==> src/rtl/core/assert_macros.svh <==
// ---------------------------------------------------------------------------
// assert_macros.svh
// Shared assertion macros for the scan code decoder RTL.
// ---------------------------------------------------------------------------
`ifndef ASSERT_MACROS_SVH
`define ASSERT_MACROS_SVH

// same-cycle implication
`define ASSERT_IMP(label, clk, rst, ante, cons) \
  label: assert property (@(posedge clk) disable iff (rst) (ante) |-> (cons)) \
    else $error("assertion failed");

// next-cycle implication
`define ASSERT_NXT(label, clk, rst, ante, cons) \
  label: assert property (@(posedge clk) disable iff (rst) (ante) |=> (cons)) \
    else $error("assertion failed");

`endif

==> src/rtl/core/psa_pkg.sv <==
`timescale 1ns / 1ps
`default_nettype none
// ---------------------------------------------------------------------------
// psa_pkg
// Types, constants and keymap ROM contents for the scan code decoder.
// ---------------------------------------------------------------------------
package psa_pkg;

  localparam logic [7:0] PREFIX_BYTE = 8'hE0;
  localparam logic [6:0] K_CTRL      = 7'h1D;
  localparam logic [6:0] K_SHIFT_L   = 7'h2A;
  localparam logic [6:0] K_SHIFT_R   = 7'h36;
  localparam logic [6:0] K_ALT       = 7'h38;
  localparam logic [6:0] K_CAPS      = 7'h3A;
  localparam logic [7:0] TABLE_LIMIT = 8'h3B;

  localparam logic KIND_CHAR    = 1'b0;
  localparam logic KIND_UNKNOWN = 1'b1;

  localparam int KEYMAP_DEPTH = 59;

  localparam logic [6:0] KEYMAP_LO [KEYMAP_DEPTH] = '{
    7'h00, 7'h1b, 7'h31, 7'h32, 7'h33, 7'h34, 7'h35, 7'h36,
    7'h37, 7'h38, 7'h39, 7'h30, 7'h2d, 7'h2b, 7'h08, 7'h09,
    7'h71, 7'h77, 7'h65, 7'h72, 7'h74, 7'h79, 7'h75, 7'h69,
    7'h6f, 7'h70, 7'h5b, 7'h5d, 7'h0d, 7'h00, 7'h61, 7'h73,
    7'h64, 7'h66, 7'h67, 7'h68, 7'h6a, 7'h6b, 7'h6c, 7'h3b,
    7'h27, 7'h60, 7'h00, 7'h5c, 7'h7a, 7'h78, 7'h63, 7'h76,
    7'h62, 7'h6e, 7'h6d, 7'h2c, 7'h2e, 7'h2f, 7'h00, 7'h2a,
    7'h00, 7'h20, 7'h00
  };

  localparam logic [6:0] KEYMAP_HI [KEYMAP_DEPTH] = '{
    7'h00, 7'h1b, 7'h21, 7'h40, 7'h23, 7'h24, 7'h25, 7'h5e,
    7'h26, 7'h2a, 7'h28, 7'h29, 7'h5f, 7'h2b, 7'h08, 7'h09,
    7'h51, 7'h57, 7'h45, 7'h52, 7'h54, 7'h59, 7'h55, 7'h49,
    7'h4f, 7'h50, 7'h7b, 7'h7d, 7'h0d, 7'h00, 7'h41, 7'h53,
    7'h44, 7'h46, 7'h47, 7'h48, 7'h4a, 7'h4b, 7'h4c, 7'h3a,
    7'h22, 7'h7e, 7'h00, 7'h7c, 7'h5a, 7'h58, 7'h43, 7'h56,
    7'h42, 7'h4e, 7'h4d, 7'h3c, 7'h3e, 7'h3f, 7'h00, 7'h2a,
    7'h00, 7'h20, 7'h00
  };

  // decoder verdict for one byte
  typedef struct packed {
    logic       emit;
    logic       kind;
    logic [6:0] char_code;
    logic       ctrl_held;
    logic       alt_held;
  } psa_res_t;

endpackage
`default_nettype wire

==> src/rtl/core/psa_in_if.sv <==
`timescale 1ns / 1ps
`default_nettype none
// ---------------------------------------------------------------------------
// psa_in_if
// Scan byte channel: one raw byte plus queue-full flag per word.
// ---------------------------------------------------------------------------
interface psa_in_if;
  logic       valid;
  logic       ready;
  logic [7:0] scan_byte;
  logic       buffer_full;

  modport source (output valid, output scan_byte, output buffer_full, input ready);
  modport sink   (input valid, input scan_byte, input buffer_full, output ready);
endinterface
`default_nettype wire

==> src/rtl/core/psa_out_if.sv <==
`timescale 1ns / 1ps
`default_nettype none
// ---------------------------------------------------------------------------
// psa_out_if
// Result channel: character or unknown-key word with modifier flags.
// ---------------------------------------------------------------------------
interface psa_out_if;
  logic       valid;
  logic       ready;
  logic       result_kind;
  logic [6:0] char_code;
  logic       ctrl_held;
  logic       alt_held;

  modport source (output valid, output result_kind, output char_code,
                  output ctrl_held, output alt_held, input ready);
  modport sink   (input valid, input result_kind, input char_code,
                  input ctrl_held, input alt_held, output ready);
endinterface
`default_nettype wire

==> src/rtl/core/ps2_scancode_to_ascii_unit.sv <==
`timescale 1ns / 1ps
`default_nettype none
// ---------------------------------------------------------------------------
// ps2_scancode_to_ascii_unit
// Throughput: one scan byte per cycle; input register -> decode -> result register.
// A held result stalls the input only when the next byte also yields a result.
// Reset clears the prefix, modifier and caps flags and both valid flags.
// ---------------------------------------------------------------------------
`include "assert_macros.svh"

module ps2_scancode_to_ascii_unit
  import psa_pkg::*;
(
  input  wire logic  clk,
  input  wire logic  rst,
  psa_in_if.sink     scan,
  psa_out_if.source  result
);

  logic       in_valid;
  logic [7:0] in_byte;
  logic       in_full;
  logic       out_valid;
  psa_res_t   out_word;
  psa_res_t   res;
  logic       fire;

  // decode may proceed unless it yields a word and the result register is stuck
  assign fire       = in_valid && (!res.emit || !out_valid || result.ready);
  assign scan.ready = !in_valid || fire;

  psa_decode u_decode (
    .clk         (clk),
    .rst         (rst),
    .step        (fire),
    .scan_byte   (in_byte),
    .buffer_full (in_full),
    .res         (res)
  );

  always_ff @(posedge clk) begin
    if (rst) begin
      in_valid <= 1'b0;
    end else if (scan.ready) begin
      in_valid <= scan.valid;
    end
  end

  always_ff @(posedge clk) begin
    if (scan.ready) begin
      in_byte <= scan.scan_byte;
      in_full <= scan.buffer_full;
    end
  end

  always_ff @(posedge clk) begin
    if (rst) begin
      out_valid <= 1'b0;
    end else if (fire && res.emit) begin
      out_valid <= 1'b1;
    end else if (result.ready) begin
      out_valid <= 1'b0;
    end
  end

  always_ff @(posedge clk) begin
    if (fire && res.emit) begin
      out_word <= res;
    end
  end

  assign result.valid       = out_valid;
  assign result.result_kind = out_word.kind;
  assign result.char_code   = out_word.char_code;
  assign result.ctrl_held   = out_word.ctrl_held;
  assign result.alt_held    = out_word.alt_held;

  `ASSERT_NXT(a_emit_loads_output, clk, rst, fire && res.emit, out_valid)
  `ASSERT_NXT(a_pending_word_kept, clk, rst, in_valid && !fire, in_valid && $stable(in_byte))

endmodule
`default_nettype wire

==> src/rtl/core/psa_keymap.sv <==
`timescale 1ns / 1ps
`default_nettype none
// ---------------------------------------------------------------------------
// psa_keymap
// 59 x 2 keymap ROM, lower or upper column.
// ---------------------------------------------------------------------------
module psa_keymap
  import psa_pkg::*;
(
  input  wire logic [5:0] idx,
  input  wire logic       upper,
  output logic      [6:0] ch
);

  always_comb begin
    if (idx < 6'(KEYMAP_DEPTH)) begin
      ch = upper ? KEYMAP_HI[idx] : KEYMAP_LO[idx];
    end else begin
      ch = 7'd0;
    end
  end

endmodule
`default_nettype wire

==> src/rtl/core/psa_decode.sv <==
`timescale 1ns / 1ps
`default_nettype none
// ---------------------------------------------------------------------------
// psa_decode
// Prefix and modifier state plus per-byte decode verdict.
// ---------------------------------------------------------------------------
`include "assert_macros.svh"

module psa_decode
  import psa_pkg::*;
(
  input  wire logic       clk,
  input  wire logic       rst,
  input  wire logic       step,
  input  wire logic [7:0] scan_byte,
  input  wire logic       buffer_full,
  output psa_res_t        res
);

  logic extended_pending, ctrl_down, alt_down, shift_down, caps_on;
  logic extended_pending_next, ctrl_down_next, alt_down_next;
  logic shift_down_next, caps_on_next;

  logic       is_prefix, is_break, in_table, shift_only, upper;
  logic       caps_press;
  logic [6:0] low7;
  logic [6:0] ch;

  assign is_prefix = (scan_byte == PREFIX_BYTE);
  assign is_break  = scan_byte[7];
  assign low7      = scan_byte[6:0];

  assign in_table = extended_pending ? (low7 == K_CTRL || low7 == K_ALT)
                                     : (scan_byte != 8'd0 && scan_byte < TABLE_LIMIT);

  // digit and punctuation keys ignore caps lock
  assign shift_only = !extended_pending &&
                      (scan_byte < 8'h0E || scan_byte == 8'h1A || scan_byte == 8'h1B ||
                       scan_byte == 8'h27 || scan_byte == 8'h28 || scan_byte == 8'h29 ||
                       scan_byte == 8'h2B || scan_byte == 8'h33 || scan_byte == 8'h34 ||
                       scan_byte == 8'h35);
  assign upper = shift_only ? shift_down : (shift_down ^ caps_on);

  assign caps_press = !is_prefix && !is_break && in_table && ch == 7'd0 &&
                      low7 == K_CAPS && !extended_pending;

  psa_keymap u_keymap (
    .idx   (scan_byte[5:0]),
    .upper (upper),
    .ch    (ch)
  );

  always_comb begin
    extended_pending_next = 1'b0;
    ctrl_down_next        = ctrl_down;
    alt_down_next         = alt_down;
    shift_down_next       = shift_down;
    caps_on_next          = caps_on;
    res.emit              = 1'b0;
    res.kind              = KIND_CHAR;
    res.char_code         = ch;
    res.ctrl_held         = ctrl_down;
    res.alt_held          = alt_down;

    priority if (is_prefix) begin
      extended_pending_next = 1'b1;
    end else if (is_break) begin
      if (low7 == K_CTRL) begin
        ctrl_down_next = 1'b0;
      end else if (!extended_pending && (low7 == K_SHIFT_L || low7 == K_SHIFT_R)) begin
        shift_down_next = 1'b0;
      end else if (low7 == K_ALT) begin
        alt_down_next = 1'b0;
      end
    end else if (in_table) begin
      if (ch != 7'd0) begin
        res.emit = !buffer_full;
      end else if (low7 == K_CTRL) begin
        ctrl_down_next = 1'b1;
      end else if (low7 == K_ALT) begin
        alt_down_next = 1'b1;
      end else if (low7 == K_SHIFT_L || low7 == K_SHIFT_R) begin
        shift_down_next = 1'b1;
      end else if (low7 == K_CAPS) begin
        caps_on_next = !caps_on;
      end
    end else begin
      res.emit      = 1'b1;
      res.kind      = KIND_UNKNOWN;
      res.char_code = 7'd0;
    end
  end

  always_ff @(posedge clk) begin
    if (rst) begin
      extended_pending <= 1'b0;
      ctrl_down        <= 1'b0;
      alt_down         <= 1'b0;
      shift_down       <= 1'b0;
      caps_on          <= 1'b0;
    end else if (step) begin
      extended_pending <= extended_pending_next;
      ctrl_down        <= ctrl_down_next;
      alt_down         <= alt_down_next;
      shift_down       <= shift_down_next;
      caps_on          <= caps_on_next;
    end
  end

  `ASSERT_NXT(a_prefix_sets_pending, clk, rst, step && is_prefix, extended_pending)
  `ASSERT_NXT(a_caps_toggles, clk, rst, step && caps_press, caps_on != $past(caps_on))

endmodule
`default_nettype wire

==> src/flat_wrapper.sv <==
// flat-port wrapper written by rule: the top's interface ports become plain ports
module ps2_scancode_to_ascii_unit_flat import psa_pkg::*;
  (clk, rst, scan_valid, scan_scan_byte, scan_buffer_full, scan_ready, result_valid, result_result_kind, result_char_code, result_ctrl_held, result_alt_held, result_ready);
  psa_in_if scan_i ();
  psa_out_if result_i ();
  input  wire logic clk;
  input  wire logic rst;
  input wire logic [$bits(scan_i.valid)-1:0] scan_valid;
  input wire logic [$bits(scan_i.scan_byte)-1:0] scan_scan_byte;
  input wire logic [$bits(scan_i.buffer_full)-1:0] scan_buffer_full;
  output wire logic [$bits(scan_i.ready)-1:0] scan_ready;
  output wire logic [$bits(result_i.valid)-1:0] result_valid;
  output wire logic [$bits(result_i.result_kind)-1:0] result_result_kind;
  output wire logic [$bits(result_i.char_code)-1:0] result_char_code;
  output wire logic [$bits(result_i.ctrl_held)-1:0] result_ctrl_held;
  output wire logic [$bits(result_i.alt_held)-1:0] result_alt_held;
  input wire logic [$bits(result_i.ready)-1:0] result_ready;
  assign scan_i.valid = scan_valid;
  assign scan_i.scan_byte = scan_scan_byte;
  assign scan_i.buffer_full = scan_buffer_full;
  assign scan_ready = scan_i.ready;
  assign result_valid = result_i.valid;
  assign result_result_kind = result_i.result_kind;
  assign result_char_code = result_i.char_code;
  assign result_ctrl_held = result_i.ctrl_held;
  assign result_alt_held = result_i.alt_held;
  assign result_i.ready = result_ready;
  ps2_scancode_to_ascii_unit u_core (.clk(clk), .rst(rst), .scan(scan_i), .result(result_i));
endmodule
==> config.mk <==
export PLATFORM = sky130hd
export DESIGN_NAME = ps2_scancode_to_ascii_unit_flat
export DESIGN_NICKNAME = d
export VERILOG_FILES = /design/src/rtl/core/psa_pkg.sv /design/src/rtl/core/psa_in_if.sv /design/src/rtl/core/psa_out_if.sv /design/src/rtl/core/ps2_scancode_to_ascii_unit.sv /design/src/rtl/core/psa_keymap.sv /design/src/rtl/core/psa_decode.sv /design/src/flat_wrapper.sv
export VERILOG_INCLUDE_DIRS = /design/src /design/src/rtl/core
export SDC_FILE = /design/constraint.sdc
export NUM_CORES = 1
export LEC_CHECK = 0
export BUFFER_PORTS_ARGS = -buffer_cell sky130_fd_sc_hd__clkbuf_2
export CAP_MARGIN = 40
export CORE_ASPECT_RATIO = 0.5
export CORE_MARGIN = 1
export CORE_UTILIZATION = 55
export DETAILED_ROUTE_END_ITERATION = 16
export MAX_ROUTING_LAYER = met4
export PLACE_DENSITY = 0.75
export SETUP_SLACK_MARGIN = 0.15
export SLEW_MARGIN = 20
export SYNTH_ARGS = -nofsm -noshare
export SYNTH_HDL_FRONTEND = slang
export SYNTH_SLANG_ARGS = --single-unit
==> constraint.sdc <==
create_clock -name clk -period 6.65 [get_ports clk]
set_clock_uncertainty 0.2 [all_clocks]
set_input_delay 1.33 -clock clk [delete_from_list [all_inputs] [get_ports clk]]
set_output_delay 1.33 -clock clk [all_outputs]
set_load 0.1 [all_outputs]
==> impl_metrics.ini, run 1 <==
[worst_setup_path]
max_stage_delay_ns = 0.67
critical_path.max_fanout = 15
rr_worst_depth = 11
end_kind = output port
cp_data_required_time_ns = 5.12
cp_cell_sequence = ha_1 > a21boi_1 > o32ai_1 > nor3_1 > a311oi_1 > and2_1 > mux2_2 > or4b_4 > o21ai_2 > buf_4 > clkbuf_2
crit_buf_inv = 2
startpoint = u_core.in_byte[1]$_DFFE_PP_
r2r_slack_ns = 2.21
crit_family = compound AO/OA/AOI/OAI gates
worstReg2RegEnd = u_core.result.char_code[5]$_DFFE_PP_
path_depth = 11
crit_type = reg2out
slowest_stage = edfxtp_1
timing.rr.start = u_core.in_byte[1]$_DFFE_PP_
critPathArrivalTime_ns = 4.63
critPathLaunchType = register
crit_end = scan_ready

[placed_design]
port_buffers = 24
post-place-ws_ns = 0.8926
place_hpwl_um = 5201
gp_congestion = 0.9763

[yosys]
synth_common_cells = nor2_1, a21oi_1, nand2_1
dominantRegCellSynth = edfxtp_1
synth_fp_nets = 322
ys_async_sr_fraction = 0
ys_types = 65
ys_seq_area_frac = 0.2940
synthAdderAreaFrac = 0.05694
yosysWarnings = 0
muxShareOfSynthArea = 0.04865
synth_top_area_frac = 0.2360
ys_ff_latch = 26
yosys.area_share.simple = 0.2702
synth_xor_area_frac = 0
postSynthAreaPerCell_um2 = 8.112
synth.area.top_cells = edfxtp_1, a21oi_1, dfxtp_1, ha_1, nor2_1
yosysMostFrequentCell = nor2_1
synth_top_family_by_area = simple AND/OR/NAND/NOR gates
synth_edf_count = 19
synth_area_um2 = 2417
synth_compound_area_frac = 0.2588
synth_top_area_cell = edfxtp_1
syn_inst = 298

[sta]
max_freq_ghz = 0.1623
fin_setup_tns_ns = 0
fin_crit_ns = 6.161
tightest_slew_ns = 0.8378
relSlewSlack = 0.4415
finalHoldViolCount = 0
setup_viol = 0
min_period_over_period = 0.9265
rsz0062_at_grt = no
slew_viol_final = 0
finalWorstSetupSlack_ns = 0.4888

[power_and_ir_drop]
clockPowerShare = 0.238
pwr-share-seq = 0.454
swShare = 0.3394
power_frac_comb = 0.309
switchingPower_mw = 0.1432
p_per_area_nw_per_um2 = 162.5
p_leak_nw = 1.023
p_int_mw = 0.2788
peakVddDrop_mv = 0.1637

[clock_network]
h-tree-depth = 1
cts_setup_buffers = 0
postCtsHoldBufs = 0
cts_resized = 0
cts_buffer_depth = 2
cts.clk_slew.worst_paths_ns = 0.08
cts_tree = built
clkLatencyLatePin_ns = 0.27
clkSinkCount = 26
cts_buffers = 3
root_buffer = clkbuf_8

[route]
via_per_inst = 6.762
postRouteAntennaNets = 0
vias = 2468
firstDrtPassIters = 5
finalWirelength_um = 7123
drtIter0Drc = 294
wire_per_inst_um = 19.52
drc_errors = 0

[global_route]
grt.busiest_layer = met1
grt_max_degree = 40
grtUsageTotal = 0.3373
use_met1 = 0.5083
grt_pass1_vias = 2184
grt_pass1_wl_um = 11680
antenna_found_initial = 0
grt_overflow = 0
use_met2 = 0.4750
grtUsageMet3 = 0.05140

[outcome]
outcome = complete, no violations

[final_layout]
nets = 336
antenna_cells = 0
syn_to_final_growth_pct = 7.453
drive_gt1_frac = 0.1511

[die]
die_w_um = 95.76
rows = 16
start_util = 0.5978
core_um2 = 4044
ioPinCount = 25
dieArea_um2 = 4681
die_h_um = 48.88

[flow_run]
drv_cap = 0

[min_path]
hold_class = reg2reg
## stage by stage
stage                 util  cells  power [mW]  area (um2)  hold slack, ns
detailed placement  0.6275    360      0.3203        2537          0.2226
finish              0.6423    365      0.4220        2597          0.2463
floorplan                -    298      0.2897        2417          0.2081
global placement    0.6238    359      0.3188        2522          0.2348
CTS                 0.6411    364      0.4192        2592          0.2523
global route        0.6423    365      0.4395        2597          0.2671
## area by class of cell
| cell class | instances | area (um2) |
|---|---|---|
| timing repair buffer | 31 | 177.7 |
| fill | 367 | 1446 |
| multi-input combinational | 236 | 1534 |
| inverter | 14 | 52.55 |
| clock buffer | 4 | 55.05 |
| tap | 54 | 67.56 |
| sequential | 26 | 710.7 |
## power by group through the flow
stage | Combinational (mW) | Clock (mW) | Sequential, mW
after global routing | 0.140 | 0.107 | 0.193
final | 0.130 | 0.100 | 0.191
after floorplan | 0.0858 | 0 | 0.204
after detailed placement | 0.126 | 0 | 0.195
after global placement | 0.123 | 0 | 0.196
after CTS | 0.127 | 0.102 | 0.191
## layer usage
metal / vias to the layer above / part of all wire
met1: 1153 / 0.44
li1: 1138 / -
met4: 0 / 0.0097
met5: - / 0
met3: 9 / 0.13
met2: 168 / 0.42
## layout by cell type (no fill, tap or decap), types with 3 or more instances in the layout
master	instances
clkbuf_8	4
edfxtp_1	19
and2_1	5
inv_1	13
nand3_1	12
a21oi_1	28
a211oi_1	6
nor2b_1	10
nand2_1	20
nor3_1	11
nor2_1	30
dfxtp_1	7
buf_4	5
ha_1	11
o22ai_1	7
or2_1	4
nand2b_1	9
a31oi_1	4
or3_1	5
mux2i_1	5
and3_1	5
o21ai_0	12
o211ai_1	3
clkbuf_2	24
## state kept, by name, summed over array words and instances, names as in the netlist
signal and flops:
u_core.in_byte 8, u_core.in_full 1, u_core.result.ctrl_held 1, u_core.result.alt_held 1
u_core.result.valid 1, u_core.result.result_kind 1, u_core.u_decode.extended_pending 1, u_core.u_decode.shift_down 1
u_core.result.char_code 7, u_core.u_decode.ctrl_down 1, u_core.in_valid 1, u_core.u_decode.alt_down 1
u_core.u_decode.caps_on 1
## cell families after synthesis
logic type | Yosys count
muxes | 9
DFF | 26
buffers and inverters | 36
AOI/OAI and AO/OA | 93
adders and majority gates | 11
and+or+nand+nor | 123
## worst min-delay path by stage
| stage | start | to | slack, ns | cells past startpoint |
|---|---|---|---|---|
| after floorplan | u_core.u_decode.alt_down$_SDFFE_PP0P_ | u_core.result.alt_held$_DFFE_PP_ | 0.21 | 0 |
| after global placement | u_core.u_decode.alt_down$_SDFFE_PP0P_ | u_core.result.alt_held$_DFFE_PP_ | 0.23 | 0 |
| after detailed placement | u_core.u_decode.alt_down$_SDFFE_PP0P_ | u_core.result.alt_held$_DFFE_PP_ | 0.22 | 0 |
| after CTS | u_core.u_decode.alt_down$_SDFFE_PP0P_ | u_core.result.alt_held$_DFFE_PP_ | 0.25 | 0 |
| after global routing | u_core.u_decode.ctrl_down$_SDFFE_PP0P_ | u_core.result.ctrl_held$_DFFE_PP_ | 0.27 | 0 |
| final | u_core.u_decode.alt_down$_SDFFE_PP0P_ | u_core.result.alt_held$_DFFE_PP_ | 0.25 | 0 |
No activity file was read; power rests on OpenSTA's default activity.
==> inputs of run 2 (changes only) <==
- SYNTH_HIERARCHICAL: unset -> 1
==> run 2 against run 1 <==
Worst setup slack gained 0.28 ns. Sequential power about the same. Sequential share of layout area decreased by 0.61 points. Critical endpoint unchanged. Largest cell class unchanged. Highest routed layer unchanged.
==> impl_metrics.ini, run 2 <==
[worst_setup_path]
critical_path.max_fanout = 18
startpoint = u_core/in_byte[1]$_DFFE_PP_
crit_end = scan_ready
r2r_slack_ns = 1.79
rr_worst_depth = 13
critPathArrivalTime_ns = 4.35
crit_type = reg2out
cp_data_required_time_ns = 5.12
critPathLaunchType = register
worstReg2RegEnd = u_core/result.char_code[1]$_DFFE_PP_
timing.rr.start = u_core/in_byte[1]$_DFFE_PP_
end_kind = output port

[power_and_ir_drop]
p_leak_nw = 0.9910
peakVddDrop_mv = 0.2088
power_frac_comb = 0.284
total_power_mw = 0.4405
p_per_area_nw_per_um2 = 165.8
clockPowerShare = 0.286
swShare = 0.3079
p_int_mw = 0.3049
switchingPower_mw = 0.1356
pwr-share-seq = 0.430

[placed_design]
place_hpwl_um = 4246
port_buffers = 24
placed_area_um2 = 2577
gp_congestion = 0.9058

[route]
wire_per_inst_um = 17.72
vias = 2182
firstDrtPassIters = 5
finalWirelength_um = 5988
postRouteAntennaNets = 0
via_per_inst = 6.456
drc_errors = 0
drtIter0Drc = 174

[yosys]
postSynthAreaPerCell_um2 = 9.045
yosysWarnings = 6
synth_common_cells = edfxtp_1, nor2_1, a21oi_1, o21ai_0
synth_edf_count = 19
synth.area.top_cells = edfxtp_1, ha_1, dfxtp_1, a21oi_1, o21ai_0
synth_fp_nets = 297
ys_async_sr_fraction = 0
ys_seq_area_frac = 0.2899
ys_ff_latch = 26
synth_top_area_cell = edfxtp_1
synth_area_um2 = 2451
ys_types = 61
synth_top_area_frac = 0.2328
dominantRegCellSynth = edfxtp_1
syn_inst = 271

[clock_network]
clkLatencyLatePin_ns = 0.26
cts_resized = 0
h-tree-depth = 1
clkSinkCount = 26
cts_setup_buffers = 0
cts_tree = built
cts_buffers = 3
cts.clk_slew.worst_paths_ns = 0.09
postCtsHoldBufs = 0
cts_buffer_depth = 2
root_buffer = clkbuf_8

[final_layout]
regArea_um2 = 710.7
antenna_cells = 0
fin_area_um2 = 2656
drive_gt1_frac = 0.2042
largest_reg_flops = 8
final_util = 0.6504
syn_to_final_growth_pct = 8.372
fill_cells = 355
multi_input_area_um2 = 1555
nets = 311
mostFrequentLayoutCell = clkbuf_2
regMostFlops = u_core/in_byte
final_cell_mix = clkbuf_2, nor2_1, edfxtp_1

[die]
ioPinCount = 25
dieArea_um2 = 4744
core_um2 = 4084
die_w_um = 96.41
start_util = 0.6002
rows = 16
die_h_um = 49.21

[sta]
fin_setup_tns_ns = 0
fin_crit_ns = 5.880
relSlewSlack = 0.4363
max_freq_ghz = 0.1701
slew_viol_final = 0
rsz0062_at_grt = no
finalHoldViolCount = 0
setup_viol = 0
min_period_over_period = 0.8843
tightest_slew_ns = 0.8425

[global_route]
grtUsageMet3 = 0.03894
grt_max_degree = 48
use_met1 = 0.3963
grt.busiest_layer = met2
grt_overflow = 0
grtUsageTotal = 0.2744
grt_pass1_wl_um = 9860
grt_pass1_vias = 1965
antenna_found_initial = 0
use_met2 = 0.4243

[outcome]
outcome = complete, no violations

[min_path]
hold_class = reg2reg

[flow_run]
drv_cap = 0
[run 2: cell types whose count changed in the layout (fill, tap and decap cells not counted), sizes merged, moves of 4 or more]
cell / change
nand2b: -4
and3: -5
and2: +5
nor2: -11
a21oi: -8
o21ai: +9
xnor2: +4
nand3: -5
or2: -4
nor4: +4
nand2: -8
nor3: -9
nand3b: +4
[run 2: how the worst min path moves through the flow]
stage / start / to / slack, ns / cells past startpoint
floorplan: u_core/u_decode/caps_on$_SDFFE_PP0P_ / u_core/u_decode/caps_on$_SDFFE_PP0P_ / 0.28 / 2
global placement: u_core/u_decode/alt_down$_SDFFE_PP0P_ / u_core/result.alt_held$_DFFE_PP_ / 0.21 / 0
detailed placement: u_core/u_decode/ctrl_down$_SDFFE_PP0P_ / u_core/result.ctrl_held$_DFFE_PP_ / 0.22 / 0
CTS: u_core/u_decode/ctrl_down$_SDFFE_PP0P_ / u_core/result.ctrl_held$_DFFE_PP_ / 0.24 / 0
global route: u_core/u_decode/ctrl_down$_SDFFE_PP0P_ / u_core/result.ctrl_held$_DFFE_PP_ / 0.26 / 0
finish: u_core/u_decode/alt_down$_SDFFE_PP0P_ / u_core/result.alt_held$_DFFE_PP_ / 0.24 / 0
[run 2: metal layers]
layer,vias to the layer above,share of wire
li1,1041,-
met1,1036,0.47
met2,99,0.45
met3,6,0.072
met4,0,0.0067
met5,-,0
[run 2: logic make-up after synthesis]
kind of cell / count (synthesis) / share of synthesized area
buf+inv: 38 / 0.07555
compound gates: 89 / 0.2420
fa+ha+maj: 13 / 0.06636
mux: 10 / 0.06126
flops: 26 / 0.2899
simple gates: 91 / 0.2506
xor+xnor: 4 / 0.01429
[run 2: area by class of cell]
class	count	area share
Inverter	15	0.02120
Tap cell	54	0.02544
Clock buffer	3	0.01554
Sequential cell	26	0.2675
Multi-Input combinational cell	207	0.5855
Timing Repair Buffer	32	0.07348
Clock inverter	1	0.01130
[run 2: through the flow]
step	setup slack [ns]	hold WS, ns	std cells
after floorplan	1.333	0.2811	271
after global placement	1.099	0.2132	333
after detailed placement	0.9129	0.2191	333
after CTS	0.5918	0.2414	337
after global routing	0.4408	0.2555	338
final	0.7696	0.2430	338
[run 2: worst max-delay path: stages (launching register included)]
cell and delay [ns]:
edfxtp_1 0.63, buf_4 0.32, inv_1 0.20, ha_1 0.44
a211oi_1 0.12, a211oi_1 0.33, a2111oi_2 0.09, a221oi_1 0.39
nor4_2 0.13, a21oi_1 0.32, inv_1 0.08, o21ai_0 0.41
nand4b_4 0.33, buf_12 0.26
[run 2: power by group through the flow]
stage,registers [mW],clock network (mW),logic [mW]
global placement,0.193,0,0.122
detailed placement,0.193,0,0.123
finish,0.189,0.126,0.125
global route,0.191,0.135,0.135
floorplan,0.209,0,0.0804
CTS,0.189,0.129,0.123
